### src/hw/rtl/mfre_pkg.sv
// Shared types and constants for the median filtered rate estimator.
// No dependencies; used by mfre_div and median_filtered_rate_estimator.
package mfre_pkg;

    localparam int unsigned GAP_W        = 32;
    localparam int unsigned SEQ_W        = 4;
    localparam int unsigned RECV_W       = 24;
    localparam int unsigned CAP_W        = 25;
    localparam int unsigned FILTER_SHIFT = 3;
    localparam int unsigned US_PER_SEC   = 1000000;
    localparam int unsigned US_PER_SEC_W = 20;
    localparam int unsigned CAP_SATURATE = 17000000;
    localparam int unsigned RECV_MAX     = 24'hFFFFFF;

    localparam logic [SEQ_W-1:0] PROBE_SEQ = 4'h1;

    localparam logic REQ_ARRIVAL  = 1'b0;
    localparam logic REQ_ESTIMATE = 1'b1;

    typedef enum logic [6:0] {
        S_IDLE  = 7'b0000001,
        S_CHECK = 7'b0000010,
        S_CAND  = 7'b0000100,
        S_LATCH = 7'b0001000,
        S_SCAN  = 7'b0010000,
        S_FILT  = 7'b0100000,
        S_DIV   = 7'b1000000
    } t_state;

    typedef struct packed {
        logic busy;
        logic done;
    } t_div_stat;

endpackage

### src/hw/rtl/mfre_ram.sv
// Generic single write, single read RAM with registered read data.
// No dependencies.
module mfre_ram #(
    parameter int WIDTH = 32,
    parameter int DEPTH = 16
) (
    input  logic                     i_clk,
    input  logic                     i_we,
    input  logic [$clog2(DEPTH)-1:0] i_waddr,
    input  logic [WIDTH-1:0]         i_wdata,
    input  logic [$clog2(DEPTH)-1:0] i_raddr,
    output logic [WIDTH-1:0]         o_rdata
);

    logic [WIDTH-1:0] r_mem [DEPTH];
    logic [WIDTH-1:0] r_rdata;

    always_ff @(posedge i_clk) begin
        if (i_we) begin
            r_mem[i_waddr] <= i_wdata;
        end
        r_rdata <= r_mem[i_raddr];
    end

    assign o_rdata = r_rdata;

endmodule

### src/hw/rtl/mfre_div.sv
// Restoring divider, one quotient bit per cycle.
// Depends on mfre_pkg for the status struct.
module mfre_div #(
    parameter int DVD_W = 26,
    parameter int DVS_W = 39
) (
    input  logic                 i_clk,
    input  logic                 i_rst_n,
    input  logic                 i_start,
    input  logic [DVD_W-1:0]     i_dividend,
    input  logic [DVS_W-1:0]     i_divisor,
    output logic [DVD_W-1:0]     o_quotient,
    output mfre_pkg::t_div_stat  o_stat
);

    localparam int CW = $clog2(DVD_W + 1);

    logic [DVD_W-1:0] r_q;
    logic [DVS_W-1:0] r_rem;
    logic [DVS_W-1:0] r_dvs;
    logic [CW-1:0]    r_cnt;
    logic             r_busy;
    logic             r_done;

    logic [DVS_W:0]   rem_sh;
    logic [DVS_W:0]   diff;
    logic             ge;

    assign rem_sh = {r_rem, r_q[DVD_W-1]};
    assign ge     = rem_sh >= {1'b0, r_dvs};
    assign diff   = rem_sh - {1'b0, r_dvs};

    always_ff @(posedge i_clk) begin
        if (!i_rst_n) begin
            r_busy <= 1'b0;
            r_done <= 1'b0;
        end else begin
            r_done <= 1'b0;
            if (i_start) begin
                r_busy <= 1'b1;
            end else if (r_busy && r_cnt == CW'(1)) begin
                r_busy <= 1'b0;
                r_done <= 1'b1;
            end
        end
    end

    always_ff @(posedge i_clk) begin
        if (i_start) begin
            r_q   <= i_dividend;
            r_rem <= '0;
            r_dvs <= i_divisor;
            r_cnt <= CW'(DVD_W);
        end else if (r_busy) begin
            // remainder stays below the divisor, so it fits DVS_W bits
            r_rem <= ge ? diff[DVS_W-1:0] : rem_sh[DVS_W-1:0];
            r_q   <= {r_q[DVD_W-2:0], ge};
            r_cnt <= r_cnt - CW'(1);
        end
    end

    assign o_quotient  = r_q;
    assign o_stat.busy = r_busy;
    assign o_stat.done = r_done;

endmodule

### src/hw/rtl/median_filtered_rate_estimator.sv
// Median filtered packet rate estimator, top level.
// Depends on mfre_pkg, mfre_ram and mfre_div.
//
//  channel | handshake                  | payload
//  --------+----------------------------+--------------------------------------------
//  in      | i_in_valid / o_in_ready    | i_req_type, i_time_us, i_seq_low
//  out     | o_out_valid / i_out_ready  | o_recv_rate, o_recv_rate_valid,
//          |                            | o_link_capacity, o_capacity_valid
//
// An arrival takes effect on its transfer: the gap rings and timestamps update at the edge.
// An estimate request runs per window (n gaps held): median select through one RAM read
// port and one comparator, filtering, and the shared restoring divider; an empty window
// skips all three.
// Reset clears fills, heads and timestamp valid flags; gap rings need no clearing.
// A result waits in the output register; arrivals keep transferring meanwhile, a new
// request waits until the result is taken.
module median_filtered_rate_estimator #(
    parameter int WINDOW_DEPTH = 16
) (
    input  logic                          i_clk,
    input  logic                          i_rst_n,
    input  logic                          i_in_valid,
    output logic                          o_in_ready,
    input  logic                          i_req_type,
    input  logic [mfre_pkg::GAP_W-1:0]    i_time_us,
    input  logic [mfre_pkg::SEQ_W-1:0]    i_seq_low,
    output logic                          o_out_valid,
    input  logic                          i_out_ready,
    output logic [mfre_pkg::RECV_W-1:0]   o_recv_rate,
    output logic                          o_recv_rate_valid,
    output logic [mfre_pkg::CAP_W-1:0]    o_link_capacity,
    output logic                          o_capacity_valid
);

    localparam int GW    = mfre_pkg::GAP_W;
    localparam int AW    = $clog2(WINDOW_DEPTH);
    localparam int NW    = $clog2(WINDOW_DEPTH + 1);
    localparam int CNT_W = $clog2(WINDOW_DEPTH + 2);
    localparam int SUM_W = GW + CNT_W;
    localparam int DVD_W = CNT_W + mfre_pkg::US_PER_SEC_W;

    mfre_pkg::t_state r_state, n_state;

    logic [NW-1:0]    r_fill_a, r_fill_p;
    logic [AW-1:0]    r_head_a, r_head_p;
    logic [GW-1:0]    r_last_a, r_last_p;
    logic             r_last_a_valid, r_last_p_valid;

    logic             r_win;
    logic [NW-1:0]    r_i, r_j;
    logic             r_pend;
    logic [NW-1:0]    r_less, r_le;
    logic [GW-1:0]    r_cand, r_med;
    logic [CNT_W-1:0] r_count;
    logic [SUM_W-1:0] r_sum;

    logic             r_out_valid;
    logic [mfre_pkg::RECV_W-1:0] r_recv_rate;
    logic             r_recv_valid;
    logic [mfre_pkg::CAP_W-1:0]  r_cap_rate;
    logic             r_cap_valid;

    logic             in_fire, is_probe;
    logic             we_a, we_p;
    logic [AW-1:0]    rd_addr;
    logic [GW-1:0]    rd_a, rd_p, rdata;
    logic [NW-1:0]    n_cur, k_rank;
    logic             scan_end, found;
    logic [GW+2:0]    upper;
    logic [GW-1:0]    lower;
    logic             pass;
    logic             div_start;
    logic [DVD_W-1:0] dividend, quotient;
    mfre_pkg::t_div_stat div_stat;
    logic             sum_zero;
    logic [mfre_pkg::CAP_W-1:0]  cap_rate;
    logic [mfre_pkg::RECV_W-1:0] recv_rate;
    logic             recv_ok;

    // Input side.
    assign o_in_ready = (r_state == mfre_pkg::S_IDLE) &&
                        (i_req_type == mfre_pkg::REQ_ARRIVAL || !r_out_valid || i_out_ready);
    assign in_fire    = i_in_valid && o_in_ready;
    assign is_probe   = i_seq_low == mfre_pkg::PROBE_SEQ;
    assign we_a       = in_fire && i_req_type == mfre_pkg::REQ_ARRIVAL && r_last_a_valid;
    assign we_p       = in_fire && i_req_type == mfre_pkg::REQ_ARRIVAL && is_probe &&
                        r_last_p_valid;

    assign rd_addr = (r_state == mfre_pkg::S_CAND) ? r_i[AW-1:0] : r_j[AW-1:0];

    mfre_ram #(.WIDTH(GW), .DEPTH(WINDOW_DEPTH)) u_ram_arrival (
        .i_clk   (i_clk),
        .i_we    (we_a),
        .i_waddr (r_head_a),
        .i_wdata (i_time_us - r_last_a),
        .i_raddr (rd_addr),
        .o_rdata (rd_a)
    );

    mfre_ram #(.WIDTH(GW), .DEPTH(WINDOW_DEPTH)) u_ram_probe (
        .i_clk   (i_clk),
        .i_we    (we_p),
        .i_waddr (r_head_p),
        .i_wdata (i_time_us - r_last_p),
        .i_raddr (rd_addr),
        .o_rdata (rd_p)
    );

    assign rdata    = r_win ? rd_p : rd_a;
    assign n_cur    = r_win ? r_fill_p : r_fill_a;
    assign k_rank   = n_cur >> 1;
    assign scan_end = (r_j == n_cur) && !r_pend;
    // candidate is the median when rank n/2 falls within its run of equal values
    assign found    = (r_less <= k_rank) && (k_rank < r_le);

    assign upper = {r_med, 3'b000};
    assign lower = r_med >> mfre_pkg::FILTER_SHIFT;
    assign pass  = ({3'b000, rdata} < upper) && (rdata > lower);

    assign div_start = (r_state == mfre_pkg::S_FILT) && scan_end;
    assign dividend  = DVD_W'(r_count) * DVD_W'(mfre_pkg::US_PER_SEC);

    mfre_div #(.DVD_W(DVD_W), .DVS_W(SUM_W)) u_div (
        .i_clk      (i_clk),
        .i_rst_n    (i_rst_n),
        .i_start    (div_start),
        .i_dividend (dividend),
        .i_divisor  (r_sum),
        .o_quotient (quotient),
        .o_stat     (div_stat)
    );

    // Clamp the quotient; a zero sum saturates.
    assign sum_zero = r_sum == '0;
    always_comb begin
        if (sum_zero || 64'(quotient) > 64'(mfre_pkg::CAP_SATURATE)) begin
            cap_rate = mfre_pkg::CAP_W'(mfre_pkg::CAP_SATURATE);
        end else begin
            cap_rate = mfre_pkg::CAP_W'(quotient);
        end
        if (64'(cap_rate) > 64'(mfre_pkg::RECV_MAX)) begin
            recv_rate = mfre_pkg::RECV_W'(mfre_pkg::RECV_MAX);
        end else begin
            recv_rate = cap_rate[mfre_pkg::RECV_W-1:0];
        end
    end
    assign recv_ok = r_count > CNT_W'(k_rank);

    always_comb begin
        n_state = r_state;
        case (r_state)
            mfre_pkg::S_IDLE: begin
                if (in_fire && i_req_type == mfre_pkg::REQ_ESTIMATE) begin
                    n_state = mfre_pkg::S_CHECK;
                end
            end
            mfre_pkg::S_CHECK: begin
                if (n_cur != '0) begin
                    n_state = mfre_pkg::S_CAND;
                end else if (r_win) begin
                    n_state = mfre_pkg::S_IDLE;
                end
            end
            mfre_pkg::S_CAND:  n_state = mfre_pkg::S_LATCH;
            mfre_pkg::S_LATCH: n_state = mfre_pkg::S_SCAN;
            mfre_pkg::S_SCAN: begin
                if (scan_end) begin
                    n_state = found ? mfre_pkg::S_FILT : mfre_pkg::S_CAND;
                end
            end
            mfre_pkg::S_FILT: begin
                if (scan_end) begin
                    n_state = mfre_pkg::S_DIV;
                end
            end
            mfre_pkg::S_DIV: begin
                if (div_stat.done) begin
                    n_state = r_win ? mfre_pkg::S_IDLE : mfre_pkg::S_CHECK;
                end
            end
            default: n_state = mfre_pkg::S_IDLE;
        endcase
    end

    // Control state.
    always_ff @(posedge i_clk) begin
        if (!i_rst_n) begin
            r_state        <= mfre_pkg::S_IDLE;
            r_fill_a       <= '0;
            r_fill_p       <= '0;
            r_head_a       <= '0;
            r_head_p       <= '0;
            r_last_a_valid <= 1'b0;
            r_last_p_valid <= 1'b0;
            r_out_valid    <= 1'b0;
            r_win          <= 1'b0;
        end else begin
            r_state <= n_state;
            if (r_out_valid && i_out_ready) begin
                r_out_valid <= 1'b0;
            end
            if (in_fire && i_req_type == mfre_pkg::REQ_ARRIVAL) begin
                r_last_a_valid <= 1'b1;
                if (is_probe) begin
                    r_last_p_valid <= 1'b1;
                end
            end
            if (we_a) begin
                r_head_a <= (r_head_a == AW'(WINDOW_DEPTH - 1)) ? '0 : r_head_a + AW'(1);
                if (r_fill_a != NW'(WINDOW_DEPTH)) begin
                    r_fill_a <= r_fill_a + NW'(1);
                end
            end
            if (we_p) begin
                r_head_p <= (r_head_p == AW'(WINDOW_DEPTH - 1)) ? '0 : r_head_p + AW'(1);
                if (r_fill_p != NW'(WINDOW_DEPTH)) begin
                    r_fill_p <= r_fill_p + NW'(1);
                end
            end
            if (in_fire && i_req_type == mfre_pkg::REQ_ESTIMATE) begin
                r_win <= 1'b0;
            end
            // finish a window: advance to the probe window or present the result
            if ((r_state == mfre_pkg::S_CHECK && n_cur == '0) ||
                (r_state == mfre_pkg::S_DIV && div_stat.done)) begin
                if (r_win) begin
                    r_out_valid <= 1'b1;
                end else begin
                    r_win <= 1'b1;
                end
            end
        end
    end

    // Datapath.
    always_ff @(posedge i_clk) begin
        if (in_fire && i_req_type == mfre_pkg::REQ_ARRIVAL) begin
            r_last_a <= i_time_us;
            if (is_probe) begin
                r_last_p <= i_time_us;
            end
        end
        case (r_state)
            mfre_pkg::S_CHECK: begin
                r_i <= '0;
                if (n_cur == '0) begin
                    if (r_win) begin
                        r_cap_rate  <= '0;
                        r_cap_valid <= 1'b0;
                    end else begin
                        r_recv_rate  <= '0;
                        r_recv_valid <= 1'b0;
                    end
                end
            end
            mfre_pkg::S_LATCH: begin
                r_cand <= rdata;
                r_j    <= '0;
                r_pend <= 1'b0;
                r_less <= '0;
                r_le   <= '0;
            end
            mfre_pkg::S_SCAN: begin
                if (r_j != n_cur) begin
                    r_j    <= r_j + NW'(1);
                    r_pend <= 1'b1;
                end else begin
                    r_pend <= 1'b0;
                end
                if (r_pend) begin
                    if (rdata < r_cand) begin
                        r_less <= r_less + NW'(1);
                    end
                    if (rdata <= r_cand) begin
                        r_le <= r_le + NW'(1);
                    end
                end
                if (scan_end) begin
                    if (found) begin
                        r_med   <= r_cand;
                        r_j     <= '0;
                        r_count <= r_win ? CNT_W'(1) : '0;
                        r_sum   <= r_win ? SUM_W'(r_cand) : '0;
                    end else begin
                        r_i <= r_i + NW'(1);
                    end
                end
            end
            mfre_pkg::S_FILT: begin
                if (r_j != n_cur) begin
                    r_j    <= r_j + NW'(1);
                    r_pend <= 1'b1;
                end else begin
                    r_pend <= 1'b0;
                end
                if (r_pend && pass) begin
                    r_count <= r_count + CNT_W'(1);
                    r_sum   <= r_sum + SUM_W'(rdata);
                end
            end
            mfre_pkg::S_DIV: begin
                if (div_stat.done) begin
                    if (r_win) begin
                        r_cap_rate  <= cap_rate;
                        r_cap_valid <= 1'b1;
                    end else begin
                        r_recv_rate  <= recv_ok ? recv_rate : '0;
                        r_recv_valid <= recv_ok;
                    end
                end
            end
            default: begin
            end
        endcase
    end

    assign o_out_valid       = r_out_valid;
    assign o_recv_rate       = r_recv_rate;
    assign o_recv_rate_valid = r_recv_valid;
    assign o_link_capacity   = r_cap_rate;
    assign o_capacity_valid  = r_cap_valid;

`ifndef NO_ASSERTIONS
    a_no_overlap: assert property (@(posedge i_clk) disable iff (!i_rst_n)
        (r_state != mfre_pkg::S_IDLE) |-> !r_out_valid)
        else $error("estimate in progress while a result is pending");

    a_cand_range: assert property (@(posedge i_clk) disable iff (!i_rst_n)
        (r_state == mfre_pkg::S_CAND) |-> (r_i < n_cur))
        else $error("median select ran past the window");

    a_div_owner: assert property (@(posedge i_clk) disable iff (!i_rst_n)
        div_stat.done |-> (r_state == mfre_pkg::S_DIV))
        else $error("divider finished outside the divide state");

    a_head_fill: assert property (@(posedge i_clk) disable iff (!i_rst_n)
        (r_fill_a < NW'(WINDOW_DEPTH)) |-> (r_head_a == r_fill_a[AW-1:0]))
        else $error("arrival head and fill disagree before wrap");

    a_fill_max: assert property (@(posedge i_clk) disable iff (!i_rst_n)
        (r_fill_a <= NW'(WINDOW_DEPTH)) && (r_fill_p <= NW'(WINDOW_DEPTH)))
        else $error("window fill exceeds depth");
`endif

endmodule
### config.mk
export PLATFORM = sky130hd
export DESIGN_NAME = median_filtered_rate_estimator
export DESIGN_NICKNAME = d
export VERILOG_FILES = /design/src/hw/rtl/mfre_pkg.sv /design/src/hw/rtl/mfre_ram.sv /design/src/hw/rtl/mfre_div.sv /design/src/hw/rtl/median_filtered_rate_estimator.sv
export SDC_FILE = /design/constraint.sdc
export NUM_CORES = 2
export LEC_CHECK = 0
export BUFFER_PORTS_ARGS = -buffer_cell sky130_fd_sc_hd__clkbuf_2
export CAP_MARGIN = 10
export CORE_UTILIZATION = 30
export DETAILED_ROUTE_END_ITERATION = 8
export HOLD_SLACK_MARGIN = 0.1
export MAX_ROUTING_LAYER = met4
export PLACE_DENSITY_LB_ADDON = 0.15
export SETUP_SLACK_MARGIN = 0.02
export SLEW_MARGIN = 40
export SYNTH_ARGS = -nofsm -noshare
export SYNTH_HDL_FRONTEND = slang
export SYNTH_SLANG_ARGS = --single-unit
### constraint.sdc
create_clock -name i_clk -period 23.8 [get_ports i_clk]
set_input_delay 7.14 -clock i_clk [delete_from_list [all_inputs] [get_ports i_clk]]
set_output_delay 7.14 -clock i_clk [all_outputs]
set_load 0.05 [all_outputs]
== Word level (Yosys, flattened, before mapping) ==
Memories as Yosys holds them, arrays and structs flattened. A register that Yosys moved wholly into a read port is not among the register bits.
Cells that the tools add are included.

* $add $sub $neg: 14
* $mul: 1
* $lt $le $gt $ge: 10
* Equality and inequality tests: 31
* Muxes and demuxes: 78
* Bitwise gates (word level): 2
* Reduce and logical (&&, ||, !) cells: 46

{| class="wikitable"
|+ Operators with widths
! cell !! count
|-
| 25-bit 2-to-1 mux || 7
|-
| 37-bit 2-to-1 mux || 4
|-
| 24-bit 2-to-1 mux || 6
|-
| 37-bit case mux with 2 select lines || 1
|-
| 5-bit 2-to-1 mux || 13
|-
| 32-bit 2-to-1 mux || 2
|-
| 32-bit subtractor || 2
|-
| 25-bit case mux with 2 select lines || 1
|-
| 7-bit case mux with 7 select lines || 1
|-
| 24-bit case mux with 2 select lines || 1
|-
| 7-bit 2-to-1 mux || 6
|-
| 5-bit case mux with 2 select lines || 4
|-
| 38-bit by 37-bit >= comparator with 1-bit output || 1
|-
| 37-bit by 32-bit adder with 37-bit output || 1
|-
| 37-bit logical NOT || 1
|-
| 37-bit subtractor || 1
|-
| 5-bit by 1-bit adder with 5-bit output, second input constant || 7
|-
| 32-bit by 35-bit < comparator with 1-bit output || 1
|-
| 32-bit by 29-bit greater-than comparator with 1-bit output || 1
|-
| 32-bit <= comparator || 1
|-
| 32-bit < comparator || 1
|-
| 25-bit by 24-bit greater-than comparator with 1-bit output, second input constant || 1
|-
| 25-bit greater-than comparator, second input constant || 1
|-
| 1-bit 2-to-1 mux || 23
|-
| other kinds (40) || 94
|}

* Register bits after elaboration: 377
* Bits in writable memories: 1024
* Input port bits: 41
* Output and inout bits: 53
* Word-level logic and storage cells: 215
* Memories: 2

{| class="wikitable"
|+ Memory list
! memory !! words !! bits a word !! read ports !! clocked after memory_dff !! wr ports !! RTL line !! source
|-
| u_ram_arrival.r_mem || 16 || 32 || 1 || 1 || 1 || mfre_ram.sv:15 || <nowiki>logic [WIDTH-1:0] r_mem [DEPTH];</nowiki>
|-
| u_ram_probe.r_mem || 16 || 32 || 1 || 1 || 1 || mfre_ram.sv:15 ||
|}

== Longest topological paths before layout ==
* Depth after elaboration: 10
* Gate-level depth with buffers: 18
* Gate-level depth less buffers: 15

== By module ==
From an unflattened synthesis, not the netlist that was laid out.

* Cell total of the unflattened synthesis: 4123
* Area total of the unflattened synthesis: 64593.2 um^2

{| class="wikitable"
|+ By module, submodules not included
! module !! times used !! cells each !! area each (um^2) !! seq. area each (um^2)
|-
| mfre_ram || 2 || 838 || 19835.3 || 16015.4
|-
| median_filtered_rate_estimator || 1 || 1825 || 18604.1 || 7817.5
|-
| mfre_div || 1 || 622 || 6318.6 || 2742.6
|}

== Least setup slack after synthesis ==
OpenSTA, ideal clock, no wires.

* Path type: input to output
* From: input i_out_ready
* To: output o_in_ready
* Arrival: 7998 ps
* Data required time: 16660 ps
* Slack: 8662 ps
* Stages: 2
* Path through: inv_1 a31oi_1

* Longest elaborated chain between the ends: 2

{| class="wikitable"
|+ Ends and longest elaborated chain
! what !! RTL line !! source
|-
| from (decl) || median_filtered_rate_estimator.sv:28 || <nowiki>input logic i_out_ready,</nowiki>
|-
| 1-bit logical OR || median_filtered_rate_estimator.sv:82 || <nowiki>(i_req_type == mfre_pkg::REQ_ARRIVAL || !r_out_valid || i_out_ready);</nowiki>
|-
| 1-bit logical AND || median_filtered_rate_estimator.sv:81 || <nowiki>assign o_in_ready = (r_state == mfre_pkg::S_IDLE) &&</nowiki>
|-
| to (decl) || median_filtered_rate_estimator.sv:23 || <nowiki>output logic o_in_ready,</nowiki>
|}

No other way between the ends.

== Worst setup path in the final report ==
Ends and elaborated chain as after synthesis.

==> summary.txt <==
Route
  • Vias per cell: slightly below 5
  • ANT nets after route: 0
  • Final wirelength: 189000 um
  • Drt pass-1 iters: 5
  • Drt drc: 0
  • Starting DRT DRC Count: 2727
  • Via count: between 40000 and 50000
  • WL per Instance: 22.2 um

Synth
  • Number of synthesized flops with an enable pin: 1321
  • Post-Syn Area: 0.0664 mm2
  • Seq/Total Area, Yosys: 0.640
  • Post-Syn Nets: 5643
  • Syn_area_per_cell: 12.5 um2
  • Synth warn: 0
  • Post-synthesis cell type count: 76
  • Prevailing post-synth register cell: edfxtp_1
  • Flops & latches, synth: 1464
  • Post-synthesis async set-or-reset flop share: 0
  • Post-Syn Instances: 5316

Worst setup path
  • Critical Path End Type: primary output
  • Worst-path maximum fanout: 2
  • Startpoint Class: primary input
  • Worst setup path class: primary input to primary output
  • CP Data Required Time: 16660 ps
  • Worst path arrival time: 7740 ps

Power
  • Sw power: between 1000 and 1500 uW
  • Clock share of power: 0.436
  • Flop pwr share: 0.502
  • Sw frac: 0.233
  • Leakage: 0.0264 uW
  • Pwr Density: 75.7 mW/mm2
  • Cell-internal power: ~4400 uW
  • Logic pwr share: 0.062
  • Maximum VDD drop: 80.3 uV

Finish
  • Fillers: 21600
  • Syn-to-layout area delta: 15.1%
  • Final net count: 5731
  • Final non-filler cell total: 8519
  • Layout cells sized above 1: 0.104

GRT
  • Vias in the first global route: between 40000 and 50000
  • Initial antenna violation count: 17
  • Global route overflow: 0
  • Pin count of the biggest net entering global routing: 158
  • Gr usage total: 0.172
  • First-pass GRT wire length: 278000 um

Timing
  • Final worst path period need: 14880 ps
  • Fin crit share: 0.625
  • # setup viols final: 0
  • Post-route setup TNS: 0 ps
  • Fmax: 67.2 MHz
  • Post-route clock skew: 72.9 ps
  • Unrepaired setup endpoints after global routing: no
  • Max-slew headroom: 0.417
  • Slew Viols, Final: 0
  • Fin. Hold Viols: 0
  • Slew @ Worst Pin: 875 ps

CTS
  • Clock Path Buffers: 3
  • TritonCTS Buffers: between 150 and 200
  • CTS H-tree depth: 4
  • Clk sink count: 1464
  • CTS Hold Bufs: 0
  • Root buffer cell: clkbuf_16
  • Clk_lat worst skew: 840 ps
  • CTS tree: done
  • Post-CTS resize count: 0
  • Clock slew at reported path FFs: 50 ps
  • Post-CTS setup buffers: 0

Floorplan
  • Starting Density: 0.302
  • Die ar.: 0.223 mm2
  • DIE HEIGHT: between 400 and 500 um
  • Core box area: approximately 0.22 mm2
  • Cell Rows: 172
  • Num ports: 94
  • Die width: roughly 470 um

Place
  • Port bufs: 93
  • Inst Count DP: just over 8000
  • Final RePlAce weighted congestion: ~0.8
  • HPWL after DPL: 114000 um

Hold path
  • Hold Path Class: flop to flop

Flow run
  • Max Cap Viol: 0

Status
  • Status: completed
-- cell usage in the layout (no fill, tap or decap), types with 21 or more instances in the layout --
cell type and instances:
a21oi_1 280, xor2_1 50, clkbuf_1 57, clkinv_2 21, and2_1 305, o21ai_0 157, nand3_1 102, a31oi_1 167
a311oi_1 131, nand4_1 41, clkbuf_2 92, clkinv_1 27, buf_4 105, mux2_2 30, xnor2_1 90, a211oi_1 342
nor2_1 130, nand2b_1 34, ha_1 276, nor2_4 24, a21o_1 99, nand2_1 656, o21a_1 66, nor3_1 28
nor2b_1 31, edfxtp_1 1321, dfxtp_1 141, clkbuf_16 173, inv_1 239
-- metrics by stage --
step	total power, uW	hold slack [ps]	util	worst slack, ps	instance area (um2)
global route	5990	482	0.348	8890	76500
global placement	3310	441	0.321	8920	70700
floorplan	3160	432	-	8660	66400
detailed placement	3320	447	0.323	8910	71000
CTS	5860	459	0.347	8910	76400
finish	5790	455	0.348	8920	76500
-- sequential cells by signal, summed over array words and instances, names as in the netlist, 5 cells and up --
signal                 cells
o_link_capacity           25
o_recv_rate               24
r_cand                    32
r_count                    5
r_fill_a                   5
r_fill_p                   5
r_j                        5
r_last_a                  32
r_last_p                  32
r_le                       5
r_less                     5
r_med                     32
r_state                    7
r_sum                     37
u_div.o_quotient          25
u_div.r_cnt                5
u_div.r_dvs               37
u_div.r_rem               37
u_ram_arrival.o_rdata     32
u_ram_arrival.r_mem      512
u_ram_probe.o_rdata       32
u_ram_probe.r_mem        512
-- cell usage after synthesis (66+ instances only) --
library cell  count  share of area
xnor2_1         104          0.014
edfxtp_1       1321           0.60
ha_1            276          0.052
a311oi_1        131          0.017
clkbuf_1        238          0.013
a31oi_1         167          0.016
o21a_1           66         0.0075
and2_1          305          0.029
a211oi_1        343          0.039
inv_1           241          0.014
o21ai_0         157          0.012
nor2_1          157         0.0089
nand2_1         657          0.037
a21o_1          100          0.011
nand3_1         103         0.0078
a21oi_1         284          0.021
dfxtp_1         143          0.043
-- layer usage --
metal	vias to the layer above	global-route usage	part of all wire
met5	-	-	0
met2	782	0.273	0.47
met3	238	0.0277	0.043
met4	0	0.0436	0.022
met1	21100	0.228	0.47
li1	20100	-	-
-- worst max-delay path, cell delays in order --
cell      delay [ps]
clkbuf_2          80
inv_1             40
a31oi_1          160
clkbuf_2         310
-- final timing paths --
kind | start | to | slack, ps | cells past startpoint
setup / recovery | i_out_ready | o_in_ready | 8920 | 4
hold reg to reg | r_last_p_valid | r_last_p_valid | 460 | 1
setup reg to reg | r_state[6] | u_ram_probe.o_rdata[22] | 18320 | 12
hold / removal | r_last_p_valid | r_last_p_valid | 460 | 1
-- layout make-up --
cell class                      instances  area, um2  area share
Sequential cell                      1464      42500       0.556
Clock inverter                         70        637     0.00833
Tap cell                             2958       3700      0.0484
Antenna cell                           14       35.0    0.000458
Multi-Input combinational cell       3317      22400       0.293
Inverter                              241        905      0.0118
Clock buffer                          245       4750      0.0621
Timing Repair Buffer                  210       1480      0.0193
-- power by group through the flow --
stage / Sequential (uW) / Clock (uW) / Combinational, uW
after floorplan: 2970 / 0 / 196
after global placement: 2960 / 0 / 347
after detailed placement: 2960 / 0 / 363
after CTS: 2900 / 2590 / 365
after global routing: 2900 / 2690 / 396
final: 2900 / 2530 / 360
-- logic make-up after synthesis --
family / after synthesis / share of synthesized area
xor gates and xnor gates: 162 / 0.0214
AOI/OAI and AO/OA: 1360 / 0.138
and+or+nand+nor: 1454 / 0.105
buffers and inverters: 535 / 0.0314
adders and majority gates: 286 / 0.0550
DFF: 1464 / 0.640
muxes: 55 / 0.00895
Power figures use the tool's default switching activity.
